File: config.mk
export PLATFORM = sky130hd
export DESIGN_NAME = bts_front
export DESIGN_NICKNAME = d
export VERILOG_FILES = /design/src/hw/rtl/bts_pkg.sv /design/src/hw/rtl/bts_front.sv
export SDC_FILE = /design/constraint.sdc
export NUM_CORES = 1
export LEC_CHECK = 0
export BUFFER_PORTS_ARGS = -buffer_cell sky130_fd_sc_hd__clkbuf_2
export CAP_MARGIN = 20
export CORE_MARGIN = 2
export CORE_UTILIZATION = 55
export DETAILED_ROUTE_END_ITERATION = 6
export PLACE_DENSITY_LB_ADDON = 0.25
export SYNTH_ARGS = -nofsm -noshare
export SYNTH_HDL_FRONTEND = slang
export SYNTH_SLANG_ARGS = --single-unit
export TNS_END_PERCENT = 50
File: constraint.sdc
create_clock -name clock -period 8.7 [get_ports clock]
set_clock_uncertainty 0.05 [all_clocks]
set_input_delay 1.74 -clock clock [delete_from_list [all_inputs] [get_ports clock]]
set_output_delay 1.74 -clock clock [all_outputs]
set_load 0.01 [all_outputs]
File: src/hw/rtl/bts_pkg.sv
// ============================================================================
// bts_pkg
// Shared types and constants of the bilinear texel sampler: field widths,
// command kinds and the status word of the command queue.
// ============================================================================
package bts_pkg;

   localparam int FRAC_BITS      = 16;
   localparam int COORD_BITS     = 18;
   localparam int UV_BITS        = 17;
   localparam int TEXEL_IN_BITS  = 16;
   localparam int INDEX_BITS     = 8;
   localparam int DIM_BITS       = 9;
   localparam int COVERAGE_BITS  = 16;
   localparam int CSR_INDEX_BITS = 2;
   localparam int KIND_BITS      = 2;

   // 1.0 in Q16
   localparam logic [UV_BITS-1:0] UV_ONE = 17'h10000;

   typedef enum logic [KIND_BITS-1:0] {
      KIND_LOAD   = 2'd0,
      KIND_SAMPLE = 2'd1,
      KIND_ZERO   = 2'd2
   } kind_type;

   localparam int CMD_DEPTH    = 4;
   localparam int CMD_PTR_BITS = $clog2(CMD_DEPTH);
   localparam int CMD_CNT_BITS = $clog2(CMD_DEPTH + 1);

   localparam int OUT_DEPTH    = 8;
   localparam int OUT_PTR_BITS = $clog2(OUT_DEPTH);
   localparam int OUT_CNT_BITS = $clog2(OUT_DEPTH + 1);

   typedef struct packed {
      logic [CMD_CNT_BITS-1:0] count;
      logic                    nonempty;
   } queue_status_type;

endpackage

File: src/hw/rtl/bts_front.sv
// ============================================================================
// bts_front
// Front end: configuration registers, item intake and classification, UV
// clamp and scale to texel coordinates, command push into the queue.
// ============================================================================
module bts_front #(
   parameter int MAX_WIDTH  = 256,
   parameter int MAX_HEIGHT = 256,
   parameter int TEXEL_BITS = 16,
   parameter int CMD_W      = 82
) (
   input  logic                                    clock,
   input  logic                                    reset,
   input  logic                                    csr_write_en,
   input  logic [bts_pkg::CSR_INDEX_BITS-1:0]      csr_index,
   input  logic [bts_pkg::DIM_BITS-1:0]            csr_wdata,
   input  logic                                    req_valid,
   output logic                                    req_ready,
   input  logic                                    req_mode,
   input  logic [bts_pkg::INDEX_BITS-1:0]          req_texel_column,
   input  logic [bts_pkg::INDEX_BITS-1:0]          req_texel_row,
   input  logic [bts_pkg::TEXEL_IN_BITS-1:0]       req_texel_value,
   input  logic signed [bts_pkg::COORD_BITS-1:0]   req_coord_u,
   input  logic signed [bts_pkg::COORD_BITS-1:0]   req_coord_v,
   input  bts_pkg::queue_status_type               q_status,
   output logic                                    push_valid,
   output logic [CMD_W-1:0]                        push_data
);
   import bts_pkg::*;

   localparam int X_BITS    = $clog2(MAX_WIDTH);
   localparam int Y_BITS    = $clog2(MAX_HEIGHT);
   localparam int SX_W      = UV_BITS + X_BITS;
   localparam int SY_W      = UV_BITS + Y_BITS;
   localparam int CRED_BITS = CMD_CNT_BITS + 1;

   localparam logic MODE_LOAD   = 1'b0;
   localparam logic MODE_SAMPLE = 1'b1;

   localparam logic [CSR_INDEX_BITS-1:0] CSR_IMAGE_WIDTH   = 2'd0;
   localparam logic [CSR_INDEX_BITS-1:0] CSR_IMAGE_HEIGHT  = 2'd1;
   localparam logic [CSR_INDEX_BITS-1:0] CSR_TEXTURE_READY = 2'd2;

   typedef struct packed {
      kind_type                kind;
      logic [TEXEL_BITS-1:0]   value;
      logic [Y_BITS-1:0]       y1;
      logic [Y_BITS-1:0]       y0;
      logic [X_BITS-1:0]       x1;
      logic [X_BITS-1:0]       x0;
      logic [FRAC_BITS-1:0]    fy;
      logic [FRAC_BITS-1:0]    fx;
   } cmd_type;

   function automatic logic [UV_BITS-1:0] clamp_uv(input logic [COORD_BITS-1:0] raw);
      logic [UV_BITS-1:0] mag;
      mag = raw[UV_BITS-1:0];
      if (raw[COORD_BITS-1]) begin
         return '0;
      end
      if (mag > UV_ONE) begin
         return UV_ONE;
      end
      return mag;
   endfunction

   // configuration
   logic [DIM_BITS-1:0] image_width_ff;
   logic [DIM_BITS-1:0] image_height_ff;
   logic                texture_ready_ff;

   always_ff @(posedge clock) begin
      if (reset) begin
         image_width_ff   <= DIM_BITS'(1);
         image_height_ff  <= DIM_BITS'(1);
         texture_ready_ff <= 1'b0;
      end else if (csr_write_en) begin
         case (csr_index)
            CSR_IMAGE_WIDTH:   image_width_ff   <= csr_wdata;
            CSR_IMAGE_HEIGHT:  image_height_ff  <= csr_wdata;
            CSR_TEXTURE_READY: texture_ready_ff <= csr_wdata[0];
            default: ;
         endcase
      end
   end

   // last usable column and row, with zero read as one and saturation at max
   logic [X_BITS-1:0] wm1;
   logic [Y_BITS-1:0] hm1;

   always_comb begin
      if (image_width_ff == '0) begin
         wm1 = '0;
      end else if (32'(image_width_ff) > MAX_WIDTH) begin
         wm1 = X_BITS'(MAX_WIDTH - 1);
      end else begin
         wm1 = X_BITS'(image_width_ff - DIM_BITS'(1));
      end
      if (image_height_ff == '0) begin
         hm1 = '0;
      end else if (32'(image_height_ff) > MAX_HEIGHT) begin
         hm1 = Y_BITS'(MAX_HEIGHT - 1);
      end else begin
         hm1 = Y_BITS'(image_height_ff - DIM_BITS'(1));
      end
   end

   // intake stage
   logic                  f1_valid_ff, f1_valid_in;
   kind_type              f1_kind_ff, f1_kind_in;
   logic [X_BITS-1:0]     f1_col_ff;
   logic [Y_BITS-1:0]     f1_row_ff;
   logic [TEXEL_BITS-1:0] f1_value_ff;
   logic [UV_BITS-1:0]    f1_u_ff;
   logic [UV_BITS-1:0]    f1_v_ff;
   logic                  accept;
   logic                  load_in_range;

   // room is reserved in the queue for the item held in the intake stage
   assign req_ready = (CRED_BITS'(q_status.count) + CRED_BITS'(f1_valid_ff))
                      < CRED_BITS'(CMD_DEPTH);
   assign accept    = req_valid & req_ready;

   always_comb begin
      load_in_range = (32'(req_texel_column) < MAX_WIDTH) &&
                      (32'(req_texel_row) < MAX_HEIGHT);
      // loads outside the store are dropped here
      f1_valid_in   = accept && ((req_mode == MODE_SAMPLE) || load_in_range);
      if (req_mode == MODE_LOAD) begin
         f1_kind_in = KIND_LOAD;
      end else if (texture_ready_ff) begin
         f1_kind_in = KIND_SAMPLE;
      end else begin
         f1_kind_in = KIND_ZERO;
      end
   end

   always_ff @(posedge clock) begin
      if (reset) begin
         f1_valid_ff <= 1'b0;
      end else begin
         f1_valid_ff <= f1_valid_in;
      end
   end

   always_ff @(posedge clock) begin
      if (accept) begin
         f1_kind_ff  <= f1_kind_in;
         f1_col_ff   <= X_BITS'(req_texel_column);
         f1_row_ff   <= Y_BITS'(req_texel_row);
         f1_value_ff <= TEXEL_BITS'(req_texel_value);
         f1_u_ff     <= clamp_uv(req_coord_u);
         f1_v_ff     <= clamp_uv(req_coord_v);
      end
   end

   // scale to texel space and build the command
   logic [SX_W-1:0]   sx;
   logic [SY_W-1:0]   sy;
   logic [X_BITS-1:0] sx0, sx1;
   logic [Y_BITS-1:0] sy0, sy1;
   cmd_type           cmd;

   always_comb begin
      sx  = SX_W'(f1_u_ff) * SX_W'(wm1);
      sy  = SY_W'(f1_v_ff) * SY_W'(hm1);
      sx0 = sx[FRAC_BITS +: X_BITS];
      sy0 = sy[FRAC_BITS +: Y_BITS];
      sx1 = (sx0 < wm1) ? sx0 + X_BITS'(1) : wm1;
      sy1 = (sy0 < hm1) ? sy0 + Y_BITS'(1) : hm1;

      cmd      = '0;
      cmd.kind = f1_kind_ff;
      case (f1_kind_ff)
         KIND_LOAD: begin
            cmd.value = f1_value_ff;
            cmd.x0    = f1_col_ff;
            cmd.x1    = f1_col_ff;
            cmd.y0    = f1_row_ff;
            cmd.y1    = f1_row_ff;
         end
         KIND_SAMPLE: begin
            cmd.x0 = sx0;
            cmd.x1 = sx1;
            cmd.y0 = sy0;
            cmd.y1 = sy1;
            cmd.fx = sx[FRAC_BITS-1:0];
            cmd.fy = sy[FRAC_BITS-1:0];
         end
         default: ;
      endcase
   end

   assign push_valid = f1_valid_ff;
   assign push_data  = cmd;

endmodule

==> out/qor.yml, run 1 <==
run_status:
  violations: "setup timing"
  status: "finished with violations"
power:
  pwr-share-seq_pct: 23.8
  internal_power_mw: 1.220
  comb_power_share_pct: 56.9
  sw_frac_of_total_pct: 40.40
  pwr-share-clk_pct: 19.2
  leakage_nw: 8.619
  vdd_drop_max_mv: 0.1214
  switching_power_uw: 827.2
  power.density_nw_per_um2: 115.9
synthesis:
  ys_ff_latch: 88
  seq_area_frac_synth_pct: 17.83
  async_flop_share_pct: 0
  ys.warnings.count: 0
  syn_area_per_cell_um2: 8.878
  dominantRegCellSynth: "edfxtp_1"
  synth_edf_count: 68
  synth_top_area_cell: "fa_1"
  synth.area.top_cells: "fa_1 (26%), edfxtp_1 (15%), ha_1 (9.5%), and2_1 (9.3%), inv_1 (6.8%)"
  syn_inst: 1543
  synth.distinct_cells: 72
  yosys.area.top_type_share_pct: 26.01
  syn_area_um2: 13700
  synth.net_count: 1913
cells_and_area:
  final_common_cell: "inv_1"
  drive_above_1_share_pct: 29.33
  area_growth_pct: 29.02
  instances_no_fill: 2240
  seq_area_um2: 2449
  nNetsFinal: 2281
  mostFrequentLayoutCells: "inv_1 (236), buf_4 (215), and2_1 (191), fa_1 (174), clkbuf_2 (164)"
  diodes: 0
  multi_input_area_um2: 10850
  fillers: 1849
sta:
  slew_headroom_pct: 28.24
  worst_slew_pin_slew_ns: 1.076
  final.setup.worst_slack_ns: -0.7240
  min_period_ns: 9.424
  rsz0062_at_grt: "true"
  min_period_over_period_pct: 108.3
  finalMaxSlewViolations: 0
  whs_ns: 0.4749
  fmax_ghz: 0.1061
  hold_viol_final: 0
  setup_violations: 16
clock_network:
  cts_tree: "done"
  root_buffer: "clkbuf_16"
  cts-htree-levels: 3
  clock_path_buffers: 2
  clk_pin_slew_worst_paths_ns: 0.08
  clock_latency_ns: 0.36
  clkSinkCount: 88
  cts_buffers: 9
placement:
  place_hpwl_um: 28840
  dp_cells: 2170
  gp_congestion: 0.9141
  port_buffers: 170
  pre_cts_ws_ns: -0.5819
setup_path:
  crit_type: "flop to output pin"
  arrival_ns: 7.63
  path_buf_inv: 5
  cp_data_required_time_ns: 6.91
  ff2ff_setup_slack_ns: 6.90
  cpMaxStageDelayCell: "fa_2"
  cp-start-kind: "flop"
  cp_top_family: "adder cells"
  max_stage_delay_ns: 0.55
  worstPathMaxFanout: 11
  cp-end-kind: "output pin"
min_path:
  min_path_type: "flop to flop"
grt:
  grt-ovfl-total: 0
  grt_usage_pct: 29.24
  grt_pass1_vias: 12610
  grt_pass1_wl_um: 61240
  antenna_found_initial: 0
  grt_max_degree: 70
flow_run:
  max-cap-violations: 0
route:
  dr_total_vias: 12330
  drtIter0Drc: 840
  post_drt_wl_per_cell_um: 16.98
  drc: 0
  dr.pass1.iters: 5
  drt_wl_total_um: 38030
  drtAntennaViolNets: 0
  routed_via_density: 5.505
die:
  fp-row-count: 57
  fp.coreArea_um2: 24390
  die-area_um2: 26190
  die_w_um: 161.8
  die_h_um: 161.8
  start_util_pct: 56.17
  num_io_pins: 172
-- worst min-delay path, stage by stage (launching register included) --
cell and delay (ns):
dfxtp_1 0.35, mux2i_1 0.07, nor2_1 0.07
-- cell type report --
class	count	share of cell area, %
Clock buffer	10	1.295
Inverter	248	5.267
Clock inverter	6	0.2832
Sequential cell	88	13.85
Tap cell	324	2.294
Timing Repair Buffer	407	15.64
Multi-Input combinational cell	1157	61.37
-- power by group through the flow --
stage / clock network, mW / registers [mW] / logic, mW
after global routing: 0.409 / 0.490 / 1.28
after CTS: 0.394 / 0.487 / 1.10
after global placement: 0 / 0.496 / 0.962
after detailed placement: 0 / 0.497 / 0.995
after floorplan: 0 / 0.490 / 0.621
final: 0.394 / 0.488 / 1.17
-- kinds of logic (layout without fill, tap and decap cells) --
family	count (synthesis)	in the layout	synth area share, %
compound gates	224	224	10.99
fa+ha+maj	282	282	35.51
mux	24	24	1.772
flops	88	88	17.83
xor+xnor	45	45	3.151
buf+inv	298	671	8.266
simple gates	582	582	22.49
-- layer usage --
layer | wire length, um | GRT usage, % | part of all wire [%] | vias to the layer above
li1 | - | - | - | 5747
met1 | 15990 | 38.78 | 42 | 6097
met2 | 18830 | 50.10 | 50 | 426
met3 | 2519 | 4.826 | 6.6 | 62
met4 | 678 | 7.723 | 1.8 | 0
met5 | 0 | 0 | 0 | -
-- sequential cells by signal, summed over array words and instances, names as in the netlist --
signal,count
f1_col_ff,8
f1_row_ff,8
image_height_ff,9
image_width_ff,9
f1_v_ff,17
push_valid,1
f1_value_ff,16
f1_u_ff,17
f1_kind_ff,2
texture_ready_ff,1
-- metrics by stage --
stage	power [mW]	instance area [um^2]	utilization [%]	setup TNS [ns]
2_1_floorplan	1.111	13890	-	-0.006955
3_3_place_gp	1.458	16370	67.10	-4.681
3_5_place_dp	1.491	16370	67.10	-7.211
4_1_cts	1.985	17320	71.01	-8.261
5_1_grt	2.176	17670	72.46	-14.89
6_report	2.048	17670	72.46	-10.46
-- cell usage after synthesis (10+ instances only) --
cell type  instances
dfxtp_1           20
a211oi_1          14
ha_1             104
xor2_1            16
clkbuf_1          41
a31oi_1           10
fa_1             178
nor2b_1           39
nand3_1           15
xnor2_1           27
nand2_1          140
mux2i_1           22
and2_1           204
nand2b_1          15
nor3_1            15
a21o_1            31
a21oi_1           56
inv_1            248
o21ai_0           38
edfxtp_1          68
nand4_1           15
nor2_1            89
-- final timing paths --
check,start,end,depth (start not counted)
worst max-delay path,image_height_ff[0],push_data[63],30
worst min-delay path,texture_ready_ff,texture_ready_ff,2
worst max register to register,push_valid,f1_u_ff[1],2
worst min register to register,texture_ready_ff,texture_ready_ff,2
-- repair_timing --
action | CTS | global route
endpoints found under the setup margin | 16 | 18
gates resized for setup | 95 | 60
hold endpoints to repair | 0 | 0
cloned | 0 | 0
buffers inserted | 37 | 17
hold buffers | 0 | 0
pin swaps | 89 | 62
Note: power is estimated with default switching activity, not from simulation.
==> inputs of run 2 (changes only) <==
ABC_AREA = 1   (was unset)
==> run 2 against run 1 <==
Effect of this change:
- the flow finishes with violations (DRC)
- synthesized cell count grew 32%
- sequential cell count stayed put
- critical path depth is 4 higher
- clock power rose by 4%
- power increased by 25%
- highest routed layer unchanged
- final cell count increased by 16%
==> out/qor.yml, run 2 <==
synthesis:
  synth.distinct_cells: 47
  syn_inst: 2036
  synth_top_area_cell: "fa_1"
  seq_area_frac_synth_pct: 16.98
  synth_edf_count: 68
  yosys.area.top_type_share_pct: 24.77
  synthTopCellsByCount: "inv_1 (515), nand2_1 (496), nor2_1 (283), fa_1 (178), ha_1 (104)"
  ys_ff_latch: 88
  synth_most_common_cell: "inv_1"
  synth.net_count: 2406
  dominantRegCellSynth: "edfxtp_1"
  async_flop_share_pct: 0
  syn_area_um2: 14390
  ys.warnings.count: 0
  syn_area_per_cell_um2: 7.066
  synth.area.top_cells: "fa_1 (25%), edfxtp_1 (14%), inv_1 (13%), nand2_1 (13%), ha_1 (9.0%)"
clock_network:
  root_buffer: "clkbuf_16"
  cts_buffers: 9
  clkSinkCount: 88
  clock_latency_ns: 0.36
  cts_tree: "done"
  cts-htree-levels: 3
  clk_pin_slew_worst_paths_ns: 0.07
  clock_path_buffers: 2
cells_and_area:
  fillers: 2288
  final_common_cell: "inv_1"
  utilization_pct: 66.32
  drive_above_1_share_pct: 20.26
  mostFrequentLayoutCells: "inv_1 (501), nand2_1 (458), nor2_1 (263), fa_1 (178), clkbuf_2 (167)"
  instances_no_fill: 2601
  top_regs: "f1_u_ff (17), f1_v_ff (17), f1_value_ff (16)"
  nNetsFinal: 2631
  diodes: 0
  area_growth_pct: 19.11
setup_path:
  cp-start-kind: "flop"
  arrival_ns: 6.74
  cp-end-kind: "output pin"
  ff2ff_setup_slack_ns: 6.71
  r2r-end: "f1_v_ff[11]"
  setup.worst_path.start: "image_width_ff[1]"
  crit_type: "flop to output pin"
  cpMaxStageDelayCell: "fa_1"
  cp_data_required_time_ns: 6.91
  worstPathMaxFanout: 6
  worstRegToRegCells: 5
  crit_end: "push_data[42]"
  max_stage_delay_ns: 0.53
  reg2reg_from: "push_valid"
sta:
  slew_headroom_pct: 37.45
  min_period_over_period_pct: 98.06
  fmax_ghz: 0.1172
  whs_ns: 0.4377
  worst_slew_pin_slew_ns: 0.9363
  setup_violations: 0
  final.setup.worst_slack_ns: 0.1683
  finalMaxSlewViolations: 0
  min_period_ns: 8.532
  hold_viol_final: 0
placement:
  place_hpwl_um: 32370
  gp_congestion: 0.9371
  dp_cells: 2548
  pre_cts_ws_ns: 0.1199
  port_buffers: 170
die:
  fp-row-count: 59
  die_h_um: 165.7
  die-area_um2: 27470
  start_util_pct: 55.68
  fp.coreArea_um2: 25840
  die_w_um: 165.7
  num_io_pins: 172
grt:
  busiest_layer: "met2"
  grt_max_degree: 69
  grt_util_met1_pct: 40.88
  antenna_found_initial: 0
  grt_pass1_vias: 12760
  use_met3_pct: 4.838
  grt_pass1_wl_um: 62900
  grt-ovfl-total: 0
  gr-usage-met2_pct: 45.28
  grt_usage_pct: 28.31
route:
  drtAntennaViolNets: 0
  drt_wl_total_um: 40460
  dr_total_vias: 13650
  routed_via_density: 5.248
  dr.pass1.iters: 7
  drc: 1
  drtIter0Drc: 1109
  post_drt_wl_per_cell_um: 15.55
min_path:
  hold_path_depth: 2
  min_path_type: "flop to flop"
run_status:
  status: "finished with violations"
  violations: "DRC"
power:
  vdd_drop_max_mv: 0.1053
  power.density_nw_per_um2: 149.9
  leakage_nw: 9.270
flow_run:
  max-cap-violations: 0
run 2: worst min path at each step:
stage | start | endpoint
after detailed placement | image_height_ff[1] | image_height_ff[1]
after global routing | image_height_ff[4] | image_height_ff[4]
after global placement | texture_ready_ff | texture_ready_ff
after floorplan | texture_ready_ff | texture_ready_ff
after CTS | image_height_ff[1] | image_height_ff[1]
final | texture_ready_ff | texture_ready_ff
run 2: where the power goes:
group / switching, mW / internal (mW)
registers: 0.0159 / 0.471
logic: 1.02 / 0.654
clock network: 0.207 / 0.203
run 2: stage by stage:
stage / total power [mW] / instance area (um^2) / setup TNS (ns)
after global routing: 2.764 / 17140 / -0.6795
final: 2.569 / 17140 / 0
after CTS: 2.341 / 16210 / 0
after global placement: 1.879 / 15830 / 0
after detailed placement: 1.916 / 15830 / 0
after floorplan: 1.501 / 14390 / 0
run 2: final cells by class:
| type | count | area [um^2] | share of cell area [%] |
|---|---|---|---|
| timing repair buffer | 245 | 1478 | 8.624 |
| tap | 335 | 419.2 | 2.446 |
| inverter | 525 | 1988 | 11.60 |
| multi-input combinational | 1392 | 10510 | 61.31 |
| clock buffer | 9 | 225.2 | 1.314 |
| sequential | 88 | 2445 | 14.27 |
| clock inverter | 7 | 73.82 | 0.4308 |
run 2: critical path: cells and delay by family (launching register included):
kind	cells	cell delay (ns)
adders and majority gates	7	2.77
and+or+nand+nor	14	1.47
buffers and inverters	8	0.91
AOI/OAI and AO/OA	5	0.90
DFF	1	0.33
run 2: cell families (layout without fill, tap and decap cells):
| family | after synthesis | in the layout | share of synthesized area (%) |
|---|---|---|---|
| buffers and inverters | 557 | 786 | 14.65 |
| flip-flops | 88 | 88 | 16.98 |
| AND/OR/NAND/NOR | 969 | 970 | 28.63 |
| adder cells (fa/ha/maj) | 282 | 282 | 33.81 |
| XOR/XNOR | 22 | 22 | 1.339 |
| AO/OA/AOI/OAI | 118 | 118 | 4.592 |
run 2: routing by layer:
layer	vias to the layer above	wire length, um
li1	6507	-
met1	6438	17460
met2	639	18520
met3	66	3656
met4	0	825
met5	-	0
run 2: what timing repair did:
action	in CTS	in global routing
setup buffers	3	31
pin swaps	2	46
hold buffers	0	0
setup endpoints to repair	16	16
resized for setup	14	160
gates cloned	1	1
