--- src/hw/rtl/bts_pkg.sv ---
// ============================================================================
// bts_pkg
// Shared types and constants of the bilinear texel sampler: field widths,
// command kinds and the status word of the command queue.
// ============================================================================
package bts_pkg;

   localparam int FRAC_BITS      = 16;
   localparam int COORD_BITS     = 18;
   localparam int UV_BITS        = 17;
   localparam int TEXEL_IN_BITS  = 16;
   localparam int INDEX_BITS     = 8;
   localparam int DIM_BITS       = 9;
   localparam int COVERAGE_BITS  = 16;
   localparam int CSR_INDEX_BITS = 2;
   localparam int KIND_BITS      = 2;

   // 1.0 in Q16
   localparam logic [UV_BITS-1:0] UV_ONE = 17'h10000;

   typedef enum logic [KIND_BITS-1:0] {
      KIND_LOAD   = 2'd0,
      KIND_SAMPLE = 2'd1,
      KIND_ZERO   = 2'd2
   } kind_type;

   localparam int CMD_DEPTH    = 4;
   localparam int CMD_PTR_BITS = $clog2(CMD_DEPTH);
   localparam int CMD_CNT_BITS = $clog2(CMD_DEPTH + 1);

   localparam int OUT_DEPTH    = 8;
   localparam int OUT_PTR_BITS = $clog2(OUT_DEPTH);
   localparam int OUT_CNT_BITS = $clog2(OUT_DEPTH + 1);

   typedef struct packed {
      logic [CMD_CNT_BITS-1:0] count;
      logic                    nonempty;
   } queue_status_type;

endpackage

--- src/hw/rtl/bts_queue.sv ---
// ============================================================================
// bts_queue
// Short command queue between the front end and the back end of the sampler.
// ============================================================================
module bts_queue #(
   parameter int DATA_W = 82
) (
   input  logic                        clock,
   input  logic                        reset,
   input  logic                        push_valid,
   input  logic [DATA_W-1:0]           push_data,
   input  logic                        pop,
   output logic [DATA_W-1:0]           head_data,
   output bts_pkg::queue_status_type   status
);
   import bts_pkg::*;

   logic [DATA_W-1:0]       entry_ff [CMD_DEPTH];
   logic [CMD_PTR_BITS-1:0] wr_ptr_ff, wr_ptr_in;
   logic [CMD_PTR_BITS-1:0] rd_ptr_ff, rd_ptr_in;
   logic [CMD_CNT_BITS-1:0] count_ff, count_in;

   always_comb begin
      wr_ptr_in = push_valid ? wr_ptr_ff + CMD_PTR_BITS'(1) : wr_ptr_ff;
      rd_ptr_in = pop ? rd_ptr_ff + CMD_PTR_BITS'(1) : rd_ptr_ff;
      count_in  = count_ff + CMD_CNT_BITS'(push_valid) - CMD_CNT_BITS'(pop);
   end

   always_ff @(posedge clock) begin
      if (reset) begin
         wr_ptr_ff <= '0;
         rd_ptr_ff <= '0;
         count_ff  <= '0;
      end else begin
         wr_ptr_ff <= wr_ptr_in;
         rd_ptr_ff <= rd_ptr_in;
         count_ff  <= count_in;
      end
   end

   always_ff @(posedge clock) begin
      if (push_valid) begin
         entry_ff[wr_ptr_ff] <= push_data;
      end
   end

   assign head_data       = entry_ff[rd_ptr_ff];
   assign status.count    = count_ff;
   assign status.nonempty = (count_ff != '0);

endmodule

--- config.mk ---
export PLATFORM = sky130hd
export DESIGN_NAME = bts_queue
export DESIGN_NICKNAME = d
export VERILOG_FILES = /design/src/hw/rtl/bts_pkg.sv /design/src/hw/rtl/bts_queue.sv
export SDC_FILE = /design/constraint.sdc
export NUM_CORES = 1
export LEC_CHECK = 0
export ABC_AREA = 1
export ABC_CLOCK_PERIOD_IN_PS = 4690
export BUFFER_PORTS_ARGS = -buffer_cell sky130_fd_sc_hd__buf_2
export CAP_MARGIN = 20
export CORE_AREA = 2 2 150 152
export DETAILED_ROUTE_END_ITERATION = 10
export DIE_AREA = 0 0 152 154
export PLACE_DENSITY = 0.94
export REMOVE_ABC_BUFFERS = 1
export SLEW_MARGIN = 20
export SYNTH_ARGS = -nofsm -noshare
export SYNTH_HDL_FRONTEND = slang
export SYNTH_SLANG_ARGS = --single-unit
--- constraint.sdc ---
create_clock -name clock -period 4.69 [get_ports clock]
set_input_delay 0.938 -clock clock [delete_from_list [all_inputs] [get_ports clock]]
set_output_delay 0.938 -clock clock [all_outputs]
set_load 0.03 [all_outputs]
==> impl_metrics.sql, run 1 <==
INSERT INTO impl_metrics (metric_group, metric, value, unit) VALUES
('cts', 'tritoncts', 'built', ''),
('placed_design', 'place.detailed.hpwl', '14800', 'microns'),
('detailed_routing', 'route.detailed.vias_per_inst', '5.38', ''),
('power_and_ir_drop', 'vdd_ir_drop_max', '0.351', 'mV'),
('cts', 'cts_buffers', '34', ''),
('outcome', 'run_status', 'complete, no violations', ''),
('sta', 'period_needed', '3350', 'ps'),
('sta', 'slew_limit_fails', '0', ''),
('synth', 'top_post_synthesis_cells_by_area', 'sky130_fd_sc_hd__edfxtp_1 74%, sky130_fd_sc_hd__inv_1 5.1%, sky130_fd_sc_hd__nand2_1 4.9%', ''),
('detailed_routing', 'drt_wl_total', '25200', 'microns'),
('cts', 'ctsHtreeMaxLevel', '2', ''),
('detailed_routing', 'routed-via-count', '7967', ''),
('grt', 'grt_max_degree', '109', ''),
('synth', 'count_of_state_elements_after_synthesis', '337', ''),
('cts', 'postCtsSetupBuffers', '0', ''),
('detailed_routing', 'length_of_routed_met2_wiring', '13000', 'microns'),
('power_and_ir_drop', 'power.static_leakage', '6.03', 'nW'),
('synth', 'avgSynthCellArea', '13.1', 'sq um'),
('sta', 'worst_slew_pin_slew', '1030', 'ps'),
('grt', 'grt_remaining_overflow', '0', ''),
('critical_path', 'cp-start-kind', 'flip-flop', ''),
('synth', 'number_of_different_library_cells_in_the_post_synthesis_netlist', '14', ''),
('critical_path', 'critical_path_arrival', '2410', 'ps'),
('finish', 'final_area', '15400', 'sq um'),
('sta', 'rsz0062_at_grt', 'false', ''),
('synth', 'synthCells', '1011', ''),
('sta', 'max_slew_margin', '31.5', '%'),
('critical_path', 'worstPathMaxFanout', '60', ''),
('synth', 'most_common_cell_in_the_synthesized_netlist', 'sky130_fd_sc_hd__edfxtp_1', ''),
('detailed_routing', 'drt_drc_violations_left', '0', ''),
('die', 'ios', '172', ''),
('synth', 'synth_ff_type', 'sky130_fd_sc_hd__edfxtp_1', ''),
('placed_design', 'placement.io_buffers', '171', ''),
('cts', 'cts-resized-gates', '0', ''),
('finish', 'final_layout_size_suffix_gt1_share', '19.5', '%'),
('synth', 'asyncSetResetFlopFracSynth', '0', '%'),
('synth', 'ys_top_cells_by_count', '328 x sky130_fd_sc_hd__edfxtp_1, 180 x sky130_fd_sc_hd__inv_1, 172 x sky130_fd_sc_hd__nand2_1', ''),
('synth', 'synth.yosys.seq_area_share', '75.8', '%'),
('critical_path', 'critPathCaptureType', 'primary output', ''),
('placed_design', 'placedInstanceArea', '14300', 'sq um'),
('sta', 'post_route_skew', '11.3', 'ps'),
('detailed_routing', 'initialDrtViolationCount', '603', ''),
('finish', 'postLayoutCoreUtil', '70.9', '%'),
('cts', 'post_cts_hold_buffer_count', '0', ''),
('synth', 'netlist.top_cell.by_area', 'sky130_fd_sc_hd__edfxtp_1', ''),
('critical_path', 'required', '3750', 'ps'),
('die', 'initial_util', '61.0', '%'),
('job', 'cap_viol_max_count', '0', ''),
('grt', 'grt_first_pass_wirelength', '40000', 'microns'),
('die', 'die_h', '154', 'microns'),
('finish', 'flow.area_growth_from_synthesis', '16.2', '%'),
('cts', 'clk_pin_slew_worst_paths', '60', 'ps'),
('grt', 'grt.total_usage', '21.5', '%'),
('synth', 'yosysTopAreaCellShare', '74.4', '%'),
('sta', 'final.setup.tns', '0', 'ps'),
('sta', 'setup-violations-final', '0', ''),
('cts', 'root_buffer', 'sky130_fd_sc_hd__clkbuf_16', ''),
('sta', 'final.setup.worst_slack', '1340', 'ps'),
('sta', 'fin_worst_hold_slack', '488', 'ps'),
('die', 'dieArea', '23400', 'sq um'),
('power_and_ir_drop', 'power_density', '443', 'nW/um^2'),
('detailed_routing', 'wl_per_cell', '17.0', 'microns'),
('cts', 'cts_sink_cnt', '337', ''),
('synth', 'mappedNetlistArea', '13200', 'sq um'),
('die', 'width_of_the_chip', '152', 'microns'),
('detailed_routing', 'routed.top_layer', 'met5', ''),
('cts', 'clk_path_buf_depth', '3', ''),
('placed_design', 'gp_routability_congestion', '0.730', ''),
('grt', 'grt_antenna_before_repair', '4', ''),
('sta', 'max_fclk', '299', 'MHz'),
('detailed_routing', 'route.antenna.remaining_nets', '0', '');
[stage by stage]
stage	instances	total power, W
after detailed placement	1417	0.00432
after floorplan	957	0.00407
after global routing	1480	0.00706
after CTS	1478	0.00686
final	1482	0.00682
after global placement	1417	0.00429
[area by class of cell]
| class | count | area [sq um] |
|---|---|---|
| repair buffers | 181 | 981 |
| well taps | 280 | 350 |
| diodes | 3 | 7.51 |
| clock buffers | 49 | 981 |
| multi-input cells | 440 | 2250 |
| flip-flops and latches | 337 | 10000 |
| inverters | 180 | 688 |
| fillers | 1371 | 6300 |
| clock inverters | 12 | 90.1 |
[where the power goes]
part / switching (W) / internal [W] / total, W
registers: 0.0000546 / 0.00345 / 0.00350
logic: 0.000558 / 0.000204 / 0.000762
clock network: 0.00104 / 0.00151 / 0.00256
total: 0.00166 / 0.00516 / 0.00682
[path summary, 6_finish.rpt]
| kind | startpoint | to | slack (ps) | cells after the start |
|---|---|---|---|---|
| worst min register to register | rd_ptr_ff[1] | flip-flop | 490 | 2 |
| worst max-delay path | flip-flop | head_data[24] | 1340 | 5 |
| worst max register to register | wr_ptr_ff[1] | entry_ff[1][43] | 2620 | 5 |
| worst min-delay path | rd_ptr_ff[1] | flip-flop | 490 | 2 |
[metal layers]
layer	global-route usage, %	up-vias
li1	-	3848
met1	26.9	3811
met2	37.7	264
met3	4.59	42
met4	7.17	2
met5	0	-
[critical path, stage by stage, from the launching register on]
cell	delay (ps)
sky130_fd_sc_hd__dfxtp_4	740
sky130_fd_sc_hd__buf_4	580
sky130_fd_sc_hd__a21oi_1	160
sky130_fd_sc_hd__o21ai_0	130
sky130_fd_sc_hd__nand2_1	80
sky130_fd_sc_hd__buf_2	180
[cell families after synthesis]
logic type,synth area share [%]
DFF,75.8
adders and majority gates,0.718
AOI/OAI and AO/OA,11.2
buffers and inverters,7.26
and+or+nand+nor,5.04
[flip-flops by register name, summed over array words and instances, names as in the netlist, named ones only]
| signal | count |
|---|---|
| entry_ff | 328 |
| rd_ptr_ff | 2 |
| wr_ptr_ff | 2 |
| count_ff | 3 |
[cell usage in the layout (no fill, tap or decap), drive strengths merged]
cell      count
dfxtp         9
clkbuf       49
a21oi        88
fa            1
buf         181
diode         3
inv         180
ha            6
nor2          3
nand2       172
o21ai        86
bufinv        1
clkinvlp      2
nand3         2
clkinv        9
edfxtp      328
o211ai       82
Power figures use the tool's default switching activity.
==> run 2, diff against run 1 <==
ABC_CLOCK_PERIOD_IN_PS = 3200   (was 4690)
CORE_AREA = 2 2 156 158   (was 2 2 150 152)
DIE_AREA = 0 0 158 160   (was 0 0 152 154)
PLACE_DENSITY = 0.89   (was 0.94)
clock period = 3.2 ns   (was 4.69 ns; I/O delays follow)
==> impl_metrics.sql, run 2 (same netlist as run 1, synthesis figures left out) <==
INSERT INTO impl_metrics (metric_group, metric, value, unit) VALUES
('outcome', 'run_status', 'complete, no violations', ''),
('sta', 'final.setup.worst_slack', '359', 'ps'),
('sta', 'post_route_skew', '10.5', 'ps'),
('die', 'placeableCoreArea', '23800', 'sq um'),
('cts', 'clk_pin_slew_worst_paths', '60', 'ps'),
('die', 'width_of_the_chip', '158', 'microns'),
('placed_design', 'placedCellCount', '1466', ''),
('detailed_routing', 'drt_wl_total', '25700', 'microns'),
('critical_path', 'ff2ff_path_depth', '5', ''),
('grt', 'grt_antenna_before_repair', '4', ''),
('hold_path', 'worst_hold_path.num_cells', '2', ''),
('sta', 'slew_limit_fails', '0', ''),
('detailed_routing', 'wl_per_cell', '16.8', 'microns'),
('critical_path', 'worstPathMaxFanout', '208', ''),
('sta', 'final.setup.tns', '0', 'ps'),
('finish', 'finalNonFillerCells', '1530', ''),
('power_and_ir_drop', 'power_density', '649', 'nW/um^2'),
('detailed_routing', 'route.antenna.remaining_nets', '0', ''),
('sta', 'setup-violations-final', '0', ''),
('sta', 'hold_viol_final', '0', ''),
('detailed_routing', 'drt_drc_violations_left', '0', ''),
('detailed_routing', 'length_of_routed_met2_wiring', '13500', 'microns'),
('detailed_routing', 'initialDrtViolationCount', '494', ''),
('finish', 'mostFrequentLayoutCell', 'sky130_fd_sc_hd__edfxtp_1', ''),
('cts', 'cts-resized-gates', '0', ''),
('cts', 'worst_skew_pair.late_latency', '490', 'ps'),
('die', 'ios', '172', ''),
('power_and_ir_drop', 'vdd_ir_drop_max', '0.612', 'mV'),
('placed_design', 'dp_worst_setup_slack', '949', 'ps'),
('finish', 'final_area', '15500', 'sq um'),
('placed_design', 'place.detailed.hpwl', '15300', 'microns'),
('finish', 'final_cell_mix', '328 x sky130_fd_sc_hd__edfxtp_1, 176 x sky130_fd_sc_hd__inv_1, 172 x sky130_fd_sc_hd__nand2_1', ''),
('critical_path', 'r2r-start', 'wr_ptr_ff[0]', ''),
('finish', 'finalNetCount', '1271', ''),
('sta', 'worst_slew_pin_slew', '920', 'ps'),
('die', 'floorplan.rows', '57', ''),
('detailed_routing', 'routed-via-count', '7978', ''),
('detailed_routing', 'met1Wirelength', '10300', 'microns'),
('critical_path', 'cp-start-kind', 'flip-flop', ''),
('finish', 'largest_reg_flops', '328', ''),
('power_and_ir_drop', 'power.static_leakage', '6.07', 'nW'),
('die', 'die_h', '160', 'microns'),
('grt', 'grt_first_pass_wirelength', '39400', 'microns'),
('grt', 'grt_max_degree', '209', ''),
('cts', 'cts_sink_cnt', '337', ''),
('grt', 'grt_remaining_overflow', '0', ''),
('detailed_routing', 'routed.top_layer', 'met4', ''),
('finish', 'final_layout_size_suffix_gt1_share', '20.0', '%'),
('die', 'initial_util', '55.6', '%'),
('grt', 'grt_pass1_vias', '7896', ''),
('critical_path', 'startpoint_to_endpoint_class_of_the_critical_path', 'flip-flop to primary output', ''),
('critical_path', 'cp_num_cells', '5', ''),
('critical_path', 'cp_cell_sequence', 'buf_12, a21oi_1, o21ai_0, nand2_1, buf_2', ''),
('finish', 'flow.area_growth_from_synthesis', '17.2', '%'),
('critical_path', 'critPathCaptureType', 'primary output', ''),
('critical_path', 'path_buf_inv', '2', ''),
('critical_path', 'cpLargestDelayFamily', 'buffers and inverters', ''),
('hold_path', 'holdCritStartpoint', 'reset', ''),
('critical_path', 'cpPeakStageDelay', '420', 'ps'),
('die', 'dieArea', '25300', 'sq um'),
('critical_path', 'required', '2560', 'ps'),
('placed_design', 'gp_routability_congestion', '0.732', ''),
('finish', 'largest-register', 'entry_ff', ''),
('sta', 'max_slew_margin', '38.7', '%'),
('detailed_routing', 'wl_met3', '1410', 'microns'),
('sta', 'max_fclk', '352', 'MHz'),
('job', 'cap_viol_max_count', '0', ''),
('sta', 'rsz0062_at_grt', 'false', ''),
('critical_path', 'critical_path_arrival', '2200', 'ps'),
('sta', 'timing.final.crit_share', '88.8', '%'),
('hold_path', 'worst_hold_path_type', 'input pin to flip-flop', ''),
('cts', 'clk_path_buf_depth', '3', ''),
('critical_path', 'slowest_stage', 'sky130_fd_sc_hd__buf_12', ''),
('cts', 'root_buffer', 'sky130_fd_sc_hd__clkbuf_16', ''),
('placed_design', 'placement.io_buffers', '171', ''),
('placed_design', 'placedInstanceArea', '14400', 'sq um'),
('cts', 'cts_buffers', '34', ''),
('cts', 'postCtsSetupBuffers', '0', ''),
('sta', 'period_needed', '2840', 'ps'),
('detailed_routing', 'route.detailed.vias_per_inst', '5.21', ''),
('cts', 'post_cts_hold_buffer_count', '0', ''),
('cts', 'tritoncts', 'built', ''),
('detailed_routing', 'dr.pass1.iters', '5', ''),
('grt', 'grt.total_usage', '20.2', '%'),
('cts', 'ctsHtreeMaxLevel', '2', ''),
('finish', 'top_regs', 'entry_ff x328, count_ff x3', '');
==> run 2: cell count changes in the layout (fill, tap and decap cells not counted), sizes merged <==
cell	before	now
buf	181	185
bufinv	1	2
clkbuf	49	41
clkinv	9	14
clkinvlp	2	3
diode	3	4
==> run 2: worst register-to-register path, stage by stage (launching register included) <==
cell and delay [ps]:
sky130_fd_sc_hd__dfxtp_1 330, sky130_fd_sc_hd__inv_1 120, sky130_fd_sc_hd__ha_1 170, sky130_fd_sc_hd__nand2_1 80
sky130_fd_sc_hd__inv_4 420, sky130_fd_sc_hd__buf_4 430
==> run 2: final cells by class <==
| type | count | area [sq um] |
|---|---|---|
| antenna | 4 | 10.0 |
| clock buffer | 41 | 941 |
| clock inverter | 19 | 144 |
| fill | 1699 | 8300 |
| inverter | 180 | 686 |
| multi-input combinational | 440 | 2250 |
| sequential | 337 | 10000 |
| tap | 324 | 405 |
| timing repair buffer | 185 | 1050 |
==> run 2: per-layer routing <==
layer,up-vias,GRT usage [%]
li1,3863,-
met1,3847,24.8
met2,226,35.6
met3,42,4.67
met4,0,6.35
met5,-,0
==> run 2: through the flow <==
| stage | hold slack, ps | power (W) | utilization, % |
|---|---|---|---|
| after floorplan | 436 | 0.00596 | - |
| after global placement | 442 | 0.00630 | 60.6 |
| after detailed placement | 462 | 0.00635 | 60.6 |
| after CTS | 320 | 0.0102 | 65.1 |
| after global routing | 327 | 0.0104 | 65.1 |
| final | 350 | 0.0101 | 65.2 |
==> run 2: power by group <==
| group | internal (W) | leakage [nW] | switching [W] |
|---|---|---|---|
| clock network | 0.00225 | 0.528 | 0.00155 |
| registers | 0.00505 | 3.09 | 0.0000622 |
| logic | 0.000311 | 2.46 | 0.000846 |
==> run 2: path summary, 6_finish.rpt <==
check | endpoint | slack, ps
max | head_data[40] | 360
min reg2reg | flip-flop | 470
min | count_ff[1] | 350
max reg2reg | entry_ff[0][41] | 1320
==> run 3, diff against run 2 <==
GPL_TIMING_DRIVEN = 0   (was not set)
==> impl_metrics.sql, run 3 (same netlist as run 1, synthesis figures left out) <==
INSERT INTO impl_metrics (metric_group, metric, value, unit) VALUES
('grt', 'grt_pass1_vias', '8302', ''),
('sta', 'final.setup.worst_slack', '168', 'ps'),
('grt', 'grt_remaining_overflow', '0', ''),
('finish', 'postLayoutCoreUtil', '66.0', '%'),
('critical_path', 'required', '2560', 'ps'),
('power_and_ir_drop', 'clockPowerShare', '39.7', '%'),
('sta', 'max_fclk', '330', 'MHz'),
('die', 'placeableCoreArea', '23800', 'sq um'),
('critical_path', 'startpoint_to_endpoint_class_of_the_critical_path', 'flip-flop to primary output', ''),
('sta', 'post_route_skew', '16.6', 'ps'),
('power_and_ir_drop', 'combPwrFrac', '11.2', '%'),
('finish', 'final_cell_mix', '328 x sky130_fd_sc_hd__edfxtp_1, 176 x sky130_fd_sc_hd__inv_1, 172 x sky130_fd_sc_hd__nand2_1', ''),
('power_and_ir_drop', 'p_sw', '0.00252', 'W'),
('sta', 'timing.final.crit_share', '94.8', '%'),
('cts', 'cts_buffers', '35', ''),
('cts', 'cts_sink_cnt', '337', ''),
('placed_design', 'dp_worst_setup_slack', '546', 'ps'),
('sta', 'slew_limit_fails', '0', ''),
('sta', 'period_needed', '3030', 'ps'),
('sta', 'worst_slew_pin_slew', '656', 'ps'),
('die', 'die_h', '160', 'microns'),
('critical_path', 'worstReg2RegEnd', 'entry_ff[0][77]', ''),
('finish', 'mostFrequentLayoutCell', 'sky130_fd_sc_hd__edfxtp_1', ''),
('cts', 'clk_path_buf_depth', '3', ''),
('cts', 'worst_skew_pair.late_latency', '500', 'ps'),
('detailed_routing', 'routed-via-count', '8015', ''),
('critical_path', 'r2r-start', 'wr_ptr_ff[0]', ''),
('grt', 'grt_antenna_before_repair', '3', ''),
('placed_design', 'place.detailed.hpwl', '14800', 'microns'),
('sta', 'hold_viol_final', '0', ''),
('power_and_ir_drop', 'power_density', '664', 'nW/um^2'),
('critical_path', 'critical_path_arrival', '2390', 'ps'),
('finish', 'top_regs', 'entry_ff x328, count_ff x3', ''),
('die', 'width_of_the_chip', '158', 'microns'),
('critical_path', 'critPathCaptureType', 'primary output', ''),
('power_and_ir_drop', 'vdd_ir_drop_max', '0.577', 'mV'),
('critical_path', 'worstSetupEndpoint', 'head_data[10]', ''),
('sta', 'setup-violations-final', '0', ''),
('critical_path', 'setup_slack_on_the_worst_flop_to_flop_path', '1440', 'ps'),
('finish', 'largest-register', 'entry_ff', ''),
('placed_design', 'placement.io_buffers', '171', ''),
('finish', 'final_layout_size_suffix_gt1_share', '20.2', '%'),
('power_and_ir_drop', 'pwr-share-seq', '49.0', '%'),
('die', 'floorplan.rows', '57', ''),
('critical_path', 'ff2ff_path_depth', '5', ''),
('cts', 'root_buffer', 'sky130_fd_sc_hd__clkbuf_16', ''),
('sta', 'max_slew_margin', '56.3', '%'),
('power_and_ir_drop', 'power_switching_share', '24.1', '%'),
('die', 'ios', '172', ''),
('sta', 'rsz0062_at_grt', 'false', ''),
('detailed_routing', 'initialDrtViolationCount', '632', ''),
('critical_path', 'cp-start-kind', 'flip-flop', ''),
('power_and_ir_drop', 'cell_internal_pwr', '0.00792', 'W'),
('grt', 'grt_first_pass_wirelength', '40100', 'microns'),
('detailed_routing', 'drt_wl_total', '25900', 'microns'),
('cts', 'clk_pin_slew_worst_paths', '60', 'ps'),
('critical_path', 'worstPathMaxFanout', '59', ''),
('power_and_ir_drop', 'power.static_leakage', '6.15', 'nW'),
('die', 'initial_util', '55.6', '%'),
('grt', 'grt_max_degree', '91', ''),
('power_and_ir_drop', 'finalPower', '0.0104', 'W'),
('detailed_routing', 'route.detailed.vias_per_inst', '5.24', ''),
('job', 'cap_viol_max_count', '0', ''),
('cts', 'tritoncts', 'built', ''),
('outcome', 'run_status', 'complete, no violations', ''),
('finish', 'flow.area_growth_from_synthesis', '18.8', '%'),
('grt', 'grt.total_usage', '20.3', '%'),
('detailed_routing', 'dr.pass1.iters', '7', ''),
('detailed_routing', 'route.antenna.remaining_nets', '0', ''),
('detailed_routing', 'wl_per_cell', '17.0', 'microns'),
('finish', 'finalNetCount', '1269', ''),
('finish', 'largest_reg_flops', '328', ''),
('hold_path', 'worst_hold_path_type', 'input pin to flip-flop', ''),
('cts', 'ctsHtreeMaxLevel', '2', ''),
('detailed_routing', 'drt_drc_violations_left', '0', ''),
('die', 'dieArea', '25300', 'sq um'),
('placed_design', 'gp_routability_congestion', '0.718', '');
[run 3: power groups by stage]
stage / Clock (W) / Sequential (W) / Combinational, W
2_1_floorplan: 0 / 0.00529 / 0.000673
3_3_place_gp: 0 / 0.00531 / 0.00104
3_5_place_dp: 0 / 0.00522 / 0.00115
4_1_cts: 0.00421 / 0.00512 / 0.00118
5_1_grt: 0.00438 / 0.00513 / 0.00128
6_report: 0.00414 / 0.00512 / 0.00117
[run 3: layout make-up]
type	count	area, sq um
Sequential cell	337	10000
Clock buffer	43	958
Inverter	180	696
Clock inverter	20	238
Tap cell	324	405
Antenna cell	3	7.51
Fill cell	1665	8090
Timing Repair Buffer	182	1140
Multi-Input combinational cell	440	2250
[run 3: stage by stage]
step / cell area [sq um] / setup TNS [ps] / std cells / hold slack [ps]
CTS: 15700 / 0 / 1525 / 328
detailed placement: 14500 / 0 / 1461 / 471
finish: 15700 / 0 / 1529 / 343
global placement: 14200 / -765680 / 1452 / 445
floorplan: 13000 / -291070 / 957 / 436
global route: 15700 / 0 / 1529 / 338
[run 3: repair_timing]
action                     in CTS  in global routing
gates cloned                    0                  0
setup endpoints to repair       2                  1
hold endpoints to repair        0                  0
setup buffers                   1                  1
resized for setup               0                  0
hold buffers                    0                  0
[run 3: critical path, cell delays in order (launching register included)]
cell and delay, ps:
sky130_fd_sc_hd__dfxtp_4 760, sky130_fd_sc_hd__buf_16 330, sky130_fd_sc_hd__buf_12 280, sky130_fd_sc_hd__a21oi_1 70
sky130_fd_sc_hd__o21ai_0 110, sky130_fd_sc_hd__nand2_1 90, sky130_fd_sc_hd__buf_2 190
[run 3: worst min-delay path by stage]
| stage | start | endpoint | slack (ps) | depth (start not counted) |
|---|---|---|---|---|
| after global placement | rd_ptr_ff[1] | flip-flop | 440 | 2 |
| final | reset | count_ff[0] | 340 | 2 |
| after CTS | reset | count_ff[0] | 330 | 2 |
| after global routing | push_data[45] | entry_ff[2][45] | 340 | 1 |
| after floorplan | rd_ptr_ff[1] | flip-flop | 440 | 2 |
| after detailed placement | rd_ptr_ff[0] | flip-flop | 470 | 1 |
[run 3: metal layers]
| metal | vias up | routed length (microns) | GRT usage, % | share of wire, % |
|---|---|---|---|---|
| met5 | - | 0 | 0 | 0 |
| met4 | 0 | 901 | 9.30 | 3.5 |
| met3 | 63 | 1670 | 4.04 | 6.4 |
| met2 | 295 | 13300 | 35.8 | 51 |
| met1 | 3809 | 10100 | 23.9 | 39 |
| li1 | 3848 | - | - | - |
